--- src/hw/rtl/clmx_pkg.sv ---
package clmx_pkg;

    // Default build values for the top level parameters.
    localparam int DEFAULT_AVERAGE_DEPTH = 32;
    localparam int DEFAULT_SAMPLE_BITS   = 12;

    // Field widths of the words on the ports.
    localparam int FIELD_W  = 12;
    localparam int DUTY_W   = 9;
    localparam int LEVEL_W  = 12;
    localparam int GAIN_W   = 8;
    localparam int START_W  = 8;
    localparam int CFG_IDX_W  = 2;
    localparam int CFG_DATA_W = 12;

    // Mixing widths: dimmer and colour are scaled to 9 bits, the preset to 6.
    localparam int MIX_W    = 9;
    localparam int PRESET_W = 6;

    // Moving average slots, one ring per slot.
    localparam int NUM_AVG    = 5;
    localparam int AVG_DIMMER = 0;
    localparam int AVG_COLOUR = 1;
    localparam int AVG_PRESET = 2;
    localparam int AVG_CH1    = 3;
    localparam int AVG_CH2    = 4;

    localparam logic [MIX_W-1:0]  MIX_FULL  = 9'd511;
    localparam logic [DUTY_W-1:0] DUTY_FULL = 9'd256;

    // Register reset values.
    localparam logic [START_W-1:0] PWM_START_RESET   = 8'd24;
    localparam logic [LEVEL_W-1:0] ANALOG_FULL_RESET = 12'd255;
    localparam logic [GAIN_W-1:0]  GAIN_RESET        = 8'd242;

    // Register indexes on the configuration port.
    localparam logic [CFG_IDX_W-1:0] CFG_PWM_START   = 2'd0;
    localparam logic [CFG_IDX_W-1:0] CFG_ANALOG_FULL = 2'd1;
    localparam logic [CFG_IDX_W-1:0] CFG_SECOND_GAIN = 2'd2;

    typedef struct packed {
        logic [FIELD_W-1:0] dimmer_sample;
        logic [FIELD_W-1:0] colour_sample;
        logic [FIELD_W-1:0] preset_sample;
    } in_word_t;

    typedef struct packed {
        logic [DUTY_W-1:0]  first_soft_duty;
        logic [LEVEL_W-1:0] first_analog_level;
        logic [DUTY_W-1:0]  second_soft_duty;
        logic [LEVEL_W-1:0] second_analog_level;
    } out_word_t;

    // Configuration registers as seen by the output split.
    typedef struct packed {
        logic [START_W-1:0] pwm_start;
        logic [LEVEL_W-1:0] analog_full;
    } split_cfg_t;

    // One channel's output pair.
    typedef struct packed {
        logic [DUTY_W-1:0]  duty;
        logic [LEVEL_W-1:0] level;
    } split_out_t;

endpackage

--- src/hw/rtl/clmx_ring_mem.sv ---
module clmx_ring_mem #(
    parameter int DEPTH  = 32,
    parameter int WIDTH  = 60,
    parameter int ADDR_W = 5
) (
    input  logic              clk,
    input  logic              rd_en,
    input  logic [ADDR_W-1:0] rd_addr,
    output logic [WIDTH-1:0]  rd_data,
    input  logic              wr_en,
    input  logic [ADDR_W-1:0] wr_addr,
    input  logic [WIDTH-1:0]  wr_data
);

    logic [WIDTH-1:0] mem [DEPTH];
    logic [WIDTH-1:0] rd_data_reg;

    // Write port.
    always_ff @(posedge clk)
    begin
        if (wr_en)
        begin
            mem[wr_addr] <= wr_data;
        end
    end

    // Registered read port; the data holds until the next read.
    always_ff @(posedge clk)
    begin
        if (rd_en)
        begin
            rd_data_reg <= mem[rd_addr];
        end
    end

    assign rd_data = rd_data_reg;

endmodule

--- src/hw/rtl/clmx_avg_div.sv ---
module clmx_avg_div #(
    parameter int DEPTH = 32,
    parameter int SUM_W = 17,
    parameter int AVG_W = 12
) (
    input  logic [SUM_W-1:0] sum,
    output logic [AVG_W-1:0] avg
);

    // Division by the ring depth as a multiplication by a rounded-up
    // reciprocal. With K = SUM_W + log2(DEPTH) the quotient is exact for
    // every sum, and for a power-of-two depth it reduces to a shift.
    localparam int LG = $clog2(DEPTH);
    localparam int K  = SUM_W + LG;
    localparam logic [63:0] RECIP = ((64'd1 << K) + 64'(DEPTH) - 64'd1) / 64'(DEPTH);
    localparam int M_W = SUM_W + 2;

    logic [SUM_W+M_W-1:0] prod;

    assign prod = (SUM_W+M_W)'(sum) * (SUM_W+M_W)'(RECIP[M_W-1:0]);
    assign avg  = AVG_W'(prod >> K);

endmodule

--- src/hw/rtl/clmx_split.sv ---
module clmx_split (
    input  logic [clmx_pkg::LEVEL_W-1:0] level_avg,
    input  clmx_pkg::split_cfg_t         cfg,
    output clmx_pkg::split_out_t         result
);
    import clmx_pkg::*;

    logic [LEVEL_W:0]   threshold;
    logic [LEVEL_W-1:0] over_start;

    assign threshold  = {1'b0, LEVEL_W'(cfg.pwm_start)} + {1'b0, cfg.analog_full};
    assign over_start = level_avg - LEVEL_W'(cfg.pwm_start);

    // Above the full analog range the duty is fully on and the analog
    // level carries the rest; between start and that point the duty
    // rises with the level, saturating at fully on; below start it is off.
    always_comb
    begin
        result.duty  = '0;
        result.level = cfg.analog_full;
        if ({1'b0, level_avg} > threshold)
        begin
            result.duty  = DUTY_FULL;
            result.level = over_start;
        end
        else if (level_avg >= LEVEL_W'(cfg.pwm_start))
        begin
            if (over_start > LEVEL_W'(DUTY_FULL))
            begin
                result.duty = DUTY_FULL;
            end
            else
            begin
                result.duty = over_start[DUTY_W-1:0];
            end
        end
    end

endmodule

--- src/hw/rtl/two_channel_led_color_mixer_unit.sv ---
// Two-channel LED color mixer. Each input word carries one sample period's
// dimmer, color and peak-preset readings; one output word with a soft PWM
// duty and an analog level per channel comes back for each. Words are taken
// one at a time: a word passes the read, three mix, filter and split steps
// before its result is registered, and no new word is accepted until the
// block is back in idle. The path is the single ring-memory row read at
// acceptance, the chain of three registered multiplies and the row
// write-back at the second averaging step. A finished result waits in the
// output register while the next word is accepted; a result that still waits
// when the following one is ready stalls the block. All five moving averages
// share one memory row per ring position; after reset the rows are treated as
// zero until the position first wraps, so no clearing pass is needed.
// Configuration writes are always taken (cfg_ready is tied high) and must be
// made only while the block is idle.
module two_channel_led_color_mixer_unit #(
    parameter int AVERAGE_DEPTH = clmx_pkg::DEFAULT_AVERAGE_DEPTH,
    parameter int SAMPLE_BITS   = clmx_pkg::DEFAULT_SAMPLE_BITS
) (
    input  logic                           clk,
    input  logic                           rst_n,
    input  logic                           in_valid,
    output logic                           in_ready,
    input  clmx_pkg::in_word_t             in_data,
    output logic                           out_valid,
    input  logic                           out_ready,
    output clmx_pkg::out_word_t            out_data,
    input  logic                           cfg_valid,
    output logic                           cfg_ready,
    input  logic [clmx_pkg::CFG_IDX_W-1:0]  cfg_index,
    input  logic [clmx_pkg::CFG_DATA_W-1:0] cfg_data
);
    import clmx_pkg::*;

    localparam int POS_W  = $clog2(AVERAGE_DEPTH);
    localparam int RING_W = (SAMPLE_BITS > LEVEL_W) ? SAMPLE_BITS : LEVEL_W;
    localparam int SUM_W  = RING_W + POS_W;
    localparam int ROW_W  = NUM_AVG * RING_W;
    localparam int LANES  = 3;
    localparam logic [RING_W-1:0] SAMPLE_MASK = RING_W'((64'd1 << SAMPLE_BITS) - 64'd1);

    localparam logic [2:0] ST_IDLE  = 3'd0;
    localparam logic [2:0] ST_READ  = 3'd1;
    localparam logic [2:0] ST_MIX1  = 3'd2;
    localparam logic [2:0] ST_MIX2  = 3'd3;
    localparam logic [2:0] ST_MIX3  = 3'd4;
    localparam logic [2:0] ST_FILT  = 3'd5;
    localparam logic [2:0] ST_SPLIT = 3'd6;

    logic [2:0] state_reg, state_next;
    logic [POS_W-1:0] pos_reg, pos_next;
    logic wrapped_reg, wrapped_next;
    logic [NUM_AVG-1:0][SUM_W-1:0] sum_reg, sum_next;

    logic [START_W-1:0] pwm_start_reg, pwm_start_next;
    logic [LEVEL_W-1:0] analog_full_reg, analog_full_next;
    logic [GAIN_W-1:0]  gain_reg, gain_next;

    logic [LANES-1:0][RING_W-1:0] samp_reg;
    logic [MIX_W-1:0]     d_reg, c_reg;
    logic [PRESET_W-1:0]  p_reg;
    logic [MIX_W-1:0]     warm_reg, cold_reg;
    logic [LEVEL_W-1:0]   ch1_reg, ch2_reg;
    logic [2*MIX_W-1:0]   cd_reg;
    logic [LEVEL_W-1:0]   f1_reg, f2_reg;

    logic      out_valid_reg, out_valid_next;
    out_word_t out_data_reg;

    logic accept;
    logic out_free;

    logic [ROW_W-1:0] rd_row;
    logic [NUM_AVG-1:0][RING_W-1:0] old_val, new_val;
    logic [LANES-1:0][SUM_W-1:0]  lane_sum, lane_upd;
    logic [LANES-1:0][RING_W-1:0] lane_old, lane_new, lane_avg;

    logic [RING_W+MIX_W-1:0]    d_scaled, c_scaled;
    logic [RING_W+PRESET_W-1:0] p_scaled;
    logic [MIX_W+PRESET_W-1:0]  warm_prod, cold_prod;
    logic [2*MIX_W-1:0]         ch1_prod;
    logic [2*MIX_W+GAIN_W-1:0]  ch2_prod;

    split_cfg_t split_cfg;
    split_out_t split1, split2;

    assign accept    = in_valid && in_ready;
    assign in_ready  = (state_reg == ST_IDLE);
    assign out_free  = !out_valid_reg || out_ready;
    assign cfg_ready = 1'b1;
    assign out_valid = out_valid_reg;
    assign out_data  = out_data_reg;

    // Ring memory: one row per position holding all five averages' entries.
    clmx_ring_mem #(
        .DEPTH  (AVERAGE_DEPTH),
        .WIDTH  (ROW_W),
        .ADDR_W (POS_W)
    ) u_ring_mem (
        .clk     (clk),
        .rd_en   (accept),
        .rd_addr (pos_reg),
        .rd_data (rd_row),
        .wr_en   (state_reg == ST_FILT),
        .wr_addr (pos_reg),
        .wr_data (ROW_W'(new_val))
    );

    // A row not yet written since reset reads as zero.
    assign old_val = wrapped_reg ? rd_row : '0;

    always_comb
    begin
        new_val             = '0;
        new_val[AVG_DIMMER] = samp_reg[AVG_DIMMER];
        new_val[AVG_COLOUR] = samp_reg[AVG_COLOUR];
        new_val[AVG_PRESET] = samp_reg[AVG_PRESET];
        new_val[AVG_CH1]    = RING_W'(ch1_reg);
        new_val[AVG_CH2]    = RING_W'(ch2_reg);
    end

    // Averaging lanes: the three inputs first, then the two channels.
    always_comb
    begin
        for (int i = 0; i < LANES; i++)
        begin
            lane_sum[i] = sum_reg[i];
            lane_old[i] = old_val[i];
            lane_new[i] = new_val[i];
        end
        if (state_reg == ST_FILT)
        begin
            lane_sum[0] = sum_reg[AVG_CH1];
            lane_old[0] = old_val[AVG_CH1];
            lane_new[0] = new_val[AVG_CH1];
            lane_sum[1] = sum_reg[AVG_CH2];
            lane_old[1] = old_val[AVG_CH2];
            lane_new[1] = new_val[AVG_CH2];
        end
        for (int i = 0; i < LANES; i++)
        begin
            lane_upd[i] = lane_sum[i] - SUM_W'(lane_old[i]) + SUM_W'(lane_new[i]);
        end
    end

    for (genvar g = 0; g < LANES; g++)
    begin : g_lane
        clmx_avg_div #(
            .DEPTH (AVERAGE_DEPTH),
            .SUM_W (SUM_W),
            .AVG_W (RING_W)
        ) u_avg_div (
            .sum (lane_upd[g]),
            .avg (lane_avg[g])
        );
    end

    // Scaling of the input averages to the mixing widths.
    assign d_scaled = {lane_avg[AVG_DIMMER], MIX_W'(0)} >> SAMPLE_BITS;
    assign c_scaled = {lane_avg[AVG_COLOUR], MIX_W'(0)} >> SAMPLE_BITS;
    assign p_scaled = {lane_avg[AVG_PRESET], PRESET_W'(0)} >> SAMPLE_BITS;

    // Warm/cold split and dimming. The products never exceed 12 bits after
    // their shifts, so the channel ceiling of 4095 is never reached.
    assign warm_prod = (MIX_W+PRESET_W)'(MIX_FULL - c_reg) * (MIX_W+PRESET_W)'(p_reg);
    assign cold_prod = (MIX_W+PRESET_W)'(c_reg) * (MIX_W+PRESET_W)'(p_reg);
    assign ch1_prod  = (2*MIX_W)'(warm_reg) * (2*MIX_W)'(d_reg);
    assign ch2_prod  = (2*MIX_W+GAIN_W)'(cd_reg) * (2*MIX_W+GAIN_W)'(gain_reg);

    // Output split for both channels.
    assign split_cfg.pwm_start   = pwm_start_reg;
    assign split_cfg.analog_full = analog_full_reg;

    clmx_split u_split1 (
        .level_avg (f1_reg),
        .cfg       (split_cfg),
        .result    (split1)
    );

    clmx_split u_split2 (
        .level_avg (f2_reg),
        .cfg       (split_cfg),
        .result    (split2)
    );

    // Sequencer, ring position and running sums.
    always_comb
    begin
        state_next     = state_reg;
        pos_next       = pos_reg;
        wrapped_next   = wrapped_reg;
        sum_next       = sum_reg;
        out_valid_next = out_valid_reg;
        if (out_valid_reg && out_ready)
        begin
            out_valid_next = 1'b0;
        end
        unique case (state_reg)
            ST_IDLE:
            begin
                if (accept)
                begin
                    state_next = ST_READ;
                end
            end
            ST_READ:
            begin
                sum_next[AVG_DIMMER] = lane_upd[0];
                sum_next[AVG_COLOUR] = lane_upd[1];
                sum_next[AVG_PRESET] = lane_upd[2];
                state_next = ST_MIX1;
            end
            ST_MIX1:
            begin
                state_next = ST_MIX2;
            end
            ST_MIX2:
            begin
                state_next = ST_MIX3;
            end
            ST_MIX3:
            begin
                state_next = ST_FILT;
            end
            ST_FILT:
            begin
                sum_next[AVG_CH1] = lane_upd[0];
                sum_next[AVG_CH2] = lane_upd[1];
                if (pos_reg == POS_W'(AVERAGE_DEPTH - 1))
                begin
                    pos_next     = '0;
                    wrapped_next = 1'b1;
                end
                else
                begin
                    pos_next = pos_reg + POS_W'(1);
                end
                state_next = ST_SPLIT;
            end
            ST_SPLIT:
            begin
                if (out_free)
                begin
                    out_valid_next = 1'b1;
                    state_next     = ST_IDLE;
                end
            end
            default:
            begin
                state_next = ST_IDLE;
            end
        endcase
    end

    // Configuration register decode.
    always_comb
    begin
        pwm_start_next   = pwm_start_reg;
        analog_full_next = analog_full_reg;
        gain_next        = gain_reg;
        if (cfg_valid && cfg_ready)
        begin
            unique case (cfg_index)
                CFG_PWM_START:   pwm_start_next   = cfg_data[START_W-1:0];
                CFG_ANALOG_FULL: analog_full_next = cfg_data[LEVEL_W-1:0];
                CFG_SECOND_GAIN: gain_next        = cfg_data[GAIN_W-1:0];
                default:         ;
            endcase
        end
    end

    // Control state.
    always_ff @(posedge clk or negedge rst_n)
    begin
        if (!rst_n)
        begin
            state_reg       <= ST_IDLE;
            pos_reg         <= '0;
            wrapped_reg     <= 1'b0;
            sum_reg         <= '0;
            out_valid_reg   <= 1'b0;
            pwm_start_reg   <= PWM_START_RESET;
            analog_full_reg <= ANALOG_FULL_RESET;
            gain_reg        <= GAIN_RESET;
        end
        else
        begin
            state_reg       <= state_next;
            pos_reg         <= pos_next;
            wrapped_reg     <= wrapped_next;
            sum_reg         <= sum_next;
            out_valid_reg   <= out_valid_next;
            pwm_start_reg   <= pwm_start_next;
            analog_full_reg <= analog_full_next;
            gain_reg        <= gain_next;
        end
    end

    // Datapath registers, each loaded in its own step.
    always_ff @(posedge clk)
    begin
        if (accept)
        begin
            samp_reg[AVG_DIMMER] <= RING_W'(in_data.dimmer_sample) & SAMPLE_MASK;
            samp_reg[AVG_COLOUR] <= RING_W'(in_data.colour_sample) & SAMPLE_MASK;
            samp_reg[AVG_PRESET] <= RING_W'(in_data.preset_sample) & SAMPLE_MASK;
        end
        if (state_reg == ST_READ)
        begin
            d_reg <= d_scaled[MIX_W-1:0];
            c_reg <= c_scaled[MIX_W-1:0];
            p_reg <= p_scaled[PRESET_W-1:0];
        end
        if (state_reg == ST_MIX1)
        begin
            warm_reg <= warm_prod[MIX_W+PRESET_W-1:PRESET_W];
            cold_reg <= cold_prod[MIX_W+PRESET_W-1:PRESET_W];
        end
        if (state_reg == ST_MIX2)
        begin
            ch1_reg <= ch1_prod[2*MIX_W-1:6];
            cd_reg  <= (2*MIX_W)'(cold_reg) * (2*MIX_W)'(d_reg);
        end
        if (state_reg == ST_MIX3)
        begin
            ch2_reg <= ch2_prod[2*MIX_W+GAIN_W-1:14];
        end
        if (state_reg == ST_FILT)
        begin
            f1_reg <= lane_avg[0][LEVEL_W-1:0];
            f2_reg <= lane_avg[1][LEVEL_W-1:0];
        end
        if (state_reg == ST_SPLIT && out_free)
        begin
            out_data_reg.first_soft_duty     <= split1.duty;
            out_data_reg.first_analog_level  <= split1.level;
            out_data_reg.second_soft_duty    <= split2.duty;
            out_data_reg.second_analog_level <= split2.level;
        end
    end

    // A new result appears only from the split step.
    assert property (@(posedge clk) disable iff (!rst_n)
        $rose(out_valid_reg) |-> $past(state_reg == ST_SPLIT))
        else $error("result raised outside the split step");

    // Once the ring has wrapped, every row holds written data for good.
    assert property (@(posedge clk) disable iff (!rst_n)
        wrapped_reg |=> wrapped_reg)
        else $error("ring fill flag dropped");

    // The ring position advances exactly once per word, at the write-back.
    assert property (@(posedge clk) disable iff (!rst_n)
        (state_reg != ST_FILT) |=> $stable(pos_reg))
        else $error("ring position moved outside write-back");

    // Duties never exceed fully on.
    assert property (@(posedge clk) disable iff (!rst_n)
        out_valid_reg |-> (out_data_reg.first_soft_duty <= DUTY_FULL)
                       && (out_data_reg.second_soft_duty <= DUTY_FULL))
        else $error("soft duty beyond fully on");

endmodule

--- config.mk ---
export PLATFORM = sky130hd
export DESIGN_NAME = two_channel_led_color_mixer_unit
export DESIGN_NICKNAME = d
export VERILOG_FILES = /design/src/hw/rtl/clmx_pkg.sv /design/src/hw/rtl/clmx_ring_mem.sv /design/src/hw/rtl/clmx_avg_div.sv /design/src/hw/rtl/clmx_split.sv /design/src/hw/rtl/two_channel_led_color_mixer_unit.sv
export SDC_FILE = /design/constraint.sdc
export NUM_CORES = 2
export LEC_CHECK = 0
export BUFFER_PORTS_ARGS = -buffer_cell sky130_fd_sc_hd__buf_2
export CORE_ASPECT_RATIO = 1.4
export CORE_MARGIN = 2
export CORE_UTILIZATION = 50
export CTS_BUF_LIST = sky130_fd_sc_hd__clkbuf_16
export DETAILED_ROUTE_END_ITERATION = 16
export PLACE_DENSITY = 0.65
export SYNTH_ARGS = -nofsm -noshare
export SYNTH_HDL_FRONTEND = slang
export SYNTH_SLANG_ARGS = --single-unit
--- constraint.sdc ---
create_clock -name clk -period 6.95 [get_ports clk]
set_clock_uncertainty 0.05 [all_clocks]
set_input_delay 0 -clock clk [delete_from_list [all_inputs] [get_ports clk]]
set_output_delay 0 -clock clk [all_outputs]
set_load 0.01 [all_outputs]
# Yosys cells after proc, flatten, opt, wreduce, memory -nomap -nowiden
# Memories as Yosys holds them, arrays and structs flattened. A register that Yosys moved wholly into a read port is not among the register bits.
# Cells that the tools add are included.
[classes] add_sub_neg=11 mul=5 order_cmp=6 eq_ne=11 n_mux=19 n_bitwise=2 n_reduce_logical=14
[op_table] op="$mux 60" n=1
[op_table] op="$add 17x12->17" n=3
[op_table] op="$sub 17x12->17" n=3
[op_table] op="$mux 24" n=2
[op_table] op="$mul 9x9->18" n=2
[op_table] op="$mux 9" n=4
[op_table] op="$mux 34" n=1
[op_table] op="$gt 12x13->1" n=2
[op_table] op="$mul 18x8->26" n=1
[op_table] op="$ge 12x8->1" n=2
[op_table] op="$gt 12x9->1 const B" n=2
[op_table] op="$mux 12" n=2
[op_table] op="$sub 12x8->12" n=2
[op_table] op="$pmux 3 s7" n=1
[op_table] op="$mul 10x7->15" n=1
[op_table] op="$mul 9x6->15" n=1
[op_table] op="$add 8x12->13" n=1
[op_table] op="$reduce_and 2->1" n=5
[op_table] op="$sub 9x9->10 const A" n=1
[op_table] op="$eq 3x3->1 const B" n=3
[op_table] op="$eq 3x2->1 const B" n=2
[op_table] op="$mux 3" n=2
[op_table] op="$reduce_or 3->1" n=2
[op_table] op="$add 5x1->5 const B" n=1
[op_table] op="other kinds (14)" n=21
[word_totals] regBits=309 ramBits=1920 input_bits=55 out_inout_bits=45 elab_cells=100 memories=1
[memory_table] memory="u_ring_mem.mem" words=32 width=60 rd=1 rd_ports_with_merged_regs=1 write_ports=1 line_no="clmx_ring_mem.sv:15" rtl="logic [WIDTH-1:0] mem [DEPTH];"

# Depth between registers and ports, before layout
[logic_depth] word_depth=4 mapped_depth=21 depth_no_buf=19

# Hierarchy
# From an unflattened synthesis, not the netlist that was laid out.
[unflattened] cells_unflattened=7432 hier_area_um2=107065.2
[by_module_without_submodules] module="clmx_ring_mem" n_inst=1 cells_each=4195 area_per_inst_um2=76473.3
[by_module_without_submodules] module="two_channel_led_color_mixer_unit" n_inst=1 cells_each=2767 area_per_inst_um2=27073.5
[by_module_without_submodules] module="clmx_split" n_inst=2 cells_each=217 area_per_inst_um2=1624.1
[by_module_without_submodules] module="clmx_avg_div" n_inst=3 cells_each=12 area_per_inst_um2=90.1

# Worst setup path after synthesis
# No wires, ideal clock.
[synth_path] path_type="reg-to-reg" startpoint="register gain_reg[4]" endpoint="register ch2_reg[6] (data pin)" arrival_ns=4.917 t_required_ns=6.644 slack_ns=1.727 path_stages_with_launch=19 path_buffers=1 synth_period_minus_slack_ns=5.223 cell_sequence="dfstp_2 clkbuf_1 nand2_1 fa_1 fa_1 inv_1 fa_1 inv_1 fa_1 inv_1 ha_1 a2111oi_4 o31ai_1 a311o_1 and3_4 a311o_2 a31o_1 a211oi_2 nor2_1"
[synth_via] elab_chain_len=1
[synth_rtl] element="start: declaration" line_no="two_channel_led_color_mixer_unit.sv:56" rtl="logic [GAIN_W-1:0] gain_reg, gain_next;"
[synth_rtl] element="start signal: assignment" line_no="two_channel_led_color_mixer_unit.sv:294" rtl="gain_reg <= gain_next;"
[synth_rtl] element="$mul 18x8->26" line_no="two_channel_led_color_mixer_unit.sv:167" rtl="assign ch2_prod = (2*MIX_W+GAIN_W)'(cd_reg) * (2*MIX_W+GAIN_W)'(gain_reg);"
[synth_rtl] element="named net ch2_prod[20]" line_no="two_channel_led_color_mixer_unit.sv:81" rtl="logic [2*MIX_W+GAIN_W-1:0] ch2_prod;"
[synth_rtl] element="end signal: assignment" line_no="two_channel_led_color_mixer_unit.sv:325" rtl="ch2_reg <= ch2_prod[2*MIX_W+GAIN_W-1:14];"
[synth_rtl] element="end: declaration" line_no="two_channel_led_color_mixer_unit.sv:62" rtl="logic [LEVEL_W-1:0] ch1_reg, ch2_reg;"
# The timed path passes the listed nets, and every way through them passes these cells.
# A chain may end at the register's enable or synchronous reset.

# Worst setup path after layout
[layout_path] startpoint="register gain_reg[2]" endpoint="register ch2_reg[6] (data pin)"
# The elaborated chain is that of the path after synthesis.

==> results.md <==
- Status: completed
- Synth area leader: edfxtp_1
- CTS Buf Count: 215
- Initial antenna violation count: 2
- Minimum clock period: 5.58 ns
- Worst path most repeated cell: fa_1
- Fin crit share: 80.3%
- Worst path slowest cell: dfrtp_1
- Crit end category: flop
- CTS tree: yes
- # rows: 196
- Area Growth Syn to Fin: 12.1%
- Reg2reg start: gain_reg[2]
- GR peak layer: met2
- Chip width: 386 um
- HP Start: out_ready
- Unique masters post-synth: 82
- Worst path max stage delay: 0.77 ns
- Routed WL per cell: 28.8 um
- CP max FO: 19
- Relative slew slack: 0.888%
- Max reg flops: 1,920
- Clock buffer depth: 4
- Syn nets: 6,649
- Gpl congestion: 0.875
- Clock Latency Late Sink: 0.90 ns
- I/O pin count: 100
- Setup TNS: 0 ns
- Final Max Slew Viols: 0
- Via count: 55.9k
- Max Cap Viol: 0
- Worst EP required: 7.54 ns
- Final hold violations: 0
- Sink Count: 2,289
- First-pass GRT wire length: 386,000 um
- Top cells by count, synth: edfxtp_1 (2,166), nand2_1 (549), mux4_2 (480)
- Worst-Margin Slew: 1.49 ns
- DRT Pass-1 Iters: 5
- Die Span Y: 539 um
- Met1 Use GR: 33.0%
- Final Setup Violations: 0
- Core Region: 204,000 um^2
- Worst-path clk slew: 0.06 ns
- RSZ-0062 raised after global routing: no
- Largest net degree at the start of global routing: 136
- Vias in the first global route: 57.5k
- Ys async rst share: 5.37%
- Yosys top cell area share: 63.6%
- Root buf cell: clkbuf_16
- Layout cells sized above 1: 17.3%
- GR Util met2: 44.6%
- Worst hold path type: in -> reg
- Synth Instances: 6,034
- Largest cells by area after synthesis: edfxtp_1 (64%), mux4_2 (11%), fa_1 (5.6%)
- Die Area: 208,000 um^2
- CP cell instances: nand2_1 > fa_1 > fa_1 > inv_1 > fa_1 > inv_1 > fa_1 > inv_1 > ha_1 > a2111oi_4 > o31ai_1 > a311o_1 > and3_4 > a311o_2 > a31o_1 > a211oi_2 > nor2_1
- Count leader, synth: edfxtp_1
- Total gr overflow: 0
- Dominant synthesized flop cell: edfxtp_1
- Ys Warns: 0
- IO buf count: 98
- Synthesized area: 102,000 um^2
- Iteration-0 DRC Markers: 5,775
- Final Net Count: 6,949
- CP Launch Type: flop
- Detail Route Antenna Nets: 0
- CP Class: reg -> reg
- H-tree depth: 4
- Register Area: 68,100 um^2
- DRC violation count after routing: 0
- Worst Path Arrival: 6.17 ns
- Sequential fraction of the synthesis area: 66.6%
- Synthesized area per cell: 17.0 um^2
- DRT Wirelength: 264,000 um
- Vias per cell: 6.09
- EDFF count, synth: 2,166
- Met3 Use GR: 3.24%
- Starting Density: 50.3%
- Flops & latches, synth: 2,289
- Worst setup path startpoint: gain_reg[2]
- Filler Cell Count: 15.6k
- Dpl hpwl: 150,000 um
- Multi-input logic area: 31,800 um^2
- Fmax: 179 MHz
- GRT Overall Usage: 25.6%
## metal layers
| layer | vias up | routed length (um) |
|---|---|---|
| li1 | 23528 | - |
| met1 | 29606 | 98900 |
| met2 | 2272 | 138000 |
| met3 | 518 | 17700 |
| met4 | 2 | 9890 |
| met5 | - | 13 |
## final cells by class
class	instances	area share, %
multi-input cells	3026	27.7
inverters	452	1.48
well taps	2673	2.92
repair buffers	350	2.46
diodes	1	0.00218
clock buffers	219	4.78
flip-flops and latches	2289	59.4
clock inverters	168	1.27
## cell families (layout without fill, tap and decap cells)
group                    after synthesis  in the layout  share of synthesized area [%]
AO/OA/AOI/OAI                        631            631                           4.17
XOR/XNOR                             118            118                           1.01
adder cells (fa/ha/maj)              560            560                           8.95
buffers and inverters                719           1189                           2.65
flip-flops                          2289           2289                           66.6
multiplexers                         518            518                           11.0
other                                  1              2                        0.00366
AND/OR/NAND/NOR                     1198           1198                           5.65
## final timing paths
check	end	slack, ns	depth (start not counted)
max in group asynchronous	lane_sum[42]	5.95	4
hold / removal	out_valid	0.25	4
setup reg to reg	ch2_reg[6]	1.37	17
min in group asynchronous	pwm_start_reg[3]	0.31	3
setup / recovery	ch2_reg[6]	1.37	17
hold reg to reg	lane_sum[38]	0.43	2
## stage by stage
stage | instance area, um^2 | cells | hold slack (ns) | util, % | setup WS, ns
final | 115000 | 9178 | 0.254 | 56.4 | 1.37
after global routing | 115000 | 9178 | 0.287 | 56.4 | 1.11
after CTS | 115000 | 9177 | 0.227 | 56.4 | 1.37
after detailed placement | 107000 | 8670 | 0.128 | 52.4 | 1.35
after global placement | 107000 | 8670 | 0.127 | 52.4 | 1.40
after floorplan | 102000 | 6034 | -0.346 | - | 1.73
## critical path, delay by kind of cell, from the launching register on
family                   cells  cell delay (ns)
adder cells (fa/ha/maj)      5             2.22
buffers and inverters        3             0.15
AND/OR/NAND/NOR              3             0.45
flip-flops                   1             0.77
AO/OA/AOI/OAI                6             1.69
## cell usage in the layout, fill, tap and decap left out, drive strengths merged, types with 25 or more instances in the layout
cell / Yosys / final
nand3: 26 / 26
nand2b: 33 / 33
a21oi: 79 / 79
and2: 221 / 221
clkinv: 0 / 95
xnor2: 69 / 69
mux2: 27 / 27
o21ai: 148 / 148
bufinv: 0 / 25
nand2: 550 / 550
a22oi: 240 / 240
nor2: 122 / 122
ha: 273 / 273
buf: 63 / 231
edfxtp: 2166 / 2166
nor2b: 52 / 52
a21o: 34 / 34
nor3: 47 / 47
clkbuf: 204 / 219
xor2: 49 / 49
nand4: 73 / 73
fa: 287 / 287
inv: 452 / 495
dlygate4sd3: 0 / 119
mux4: 480 / 480
dfrtp: 108 / 108
## timing repair
item	CTS	global route
resized for setup	0	0
hold buffers	120	0
hold endpoints to repair	208	0
setup endpoints to repair	0	0
setup buffers	0	0
Power is not shown: default switching activity piles up to over one toggle a cycle in this logic, so the estimate is an artifact.
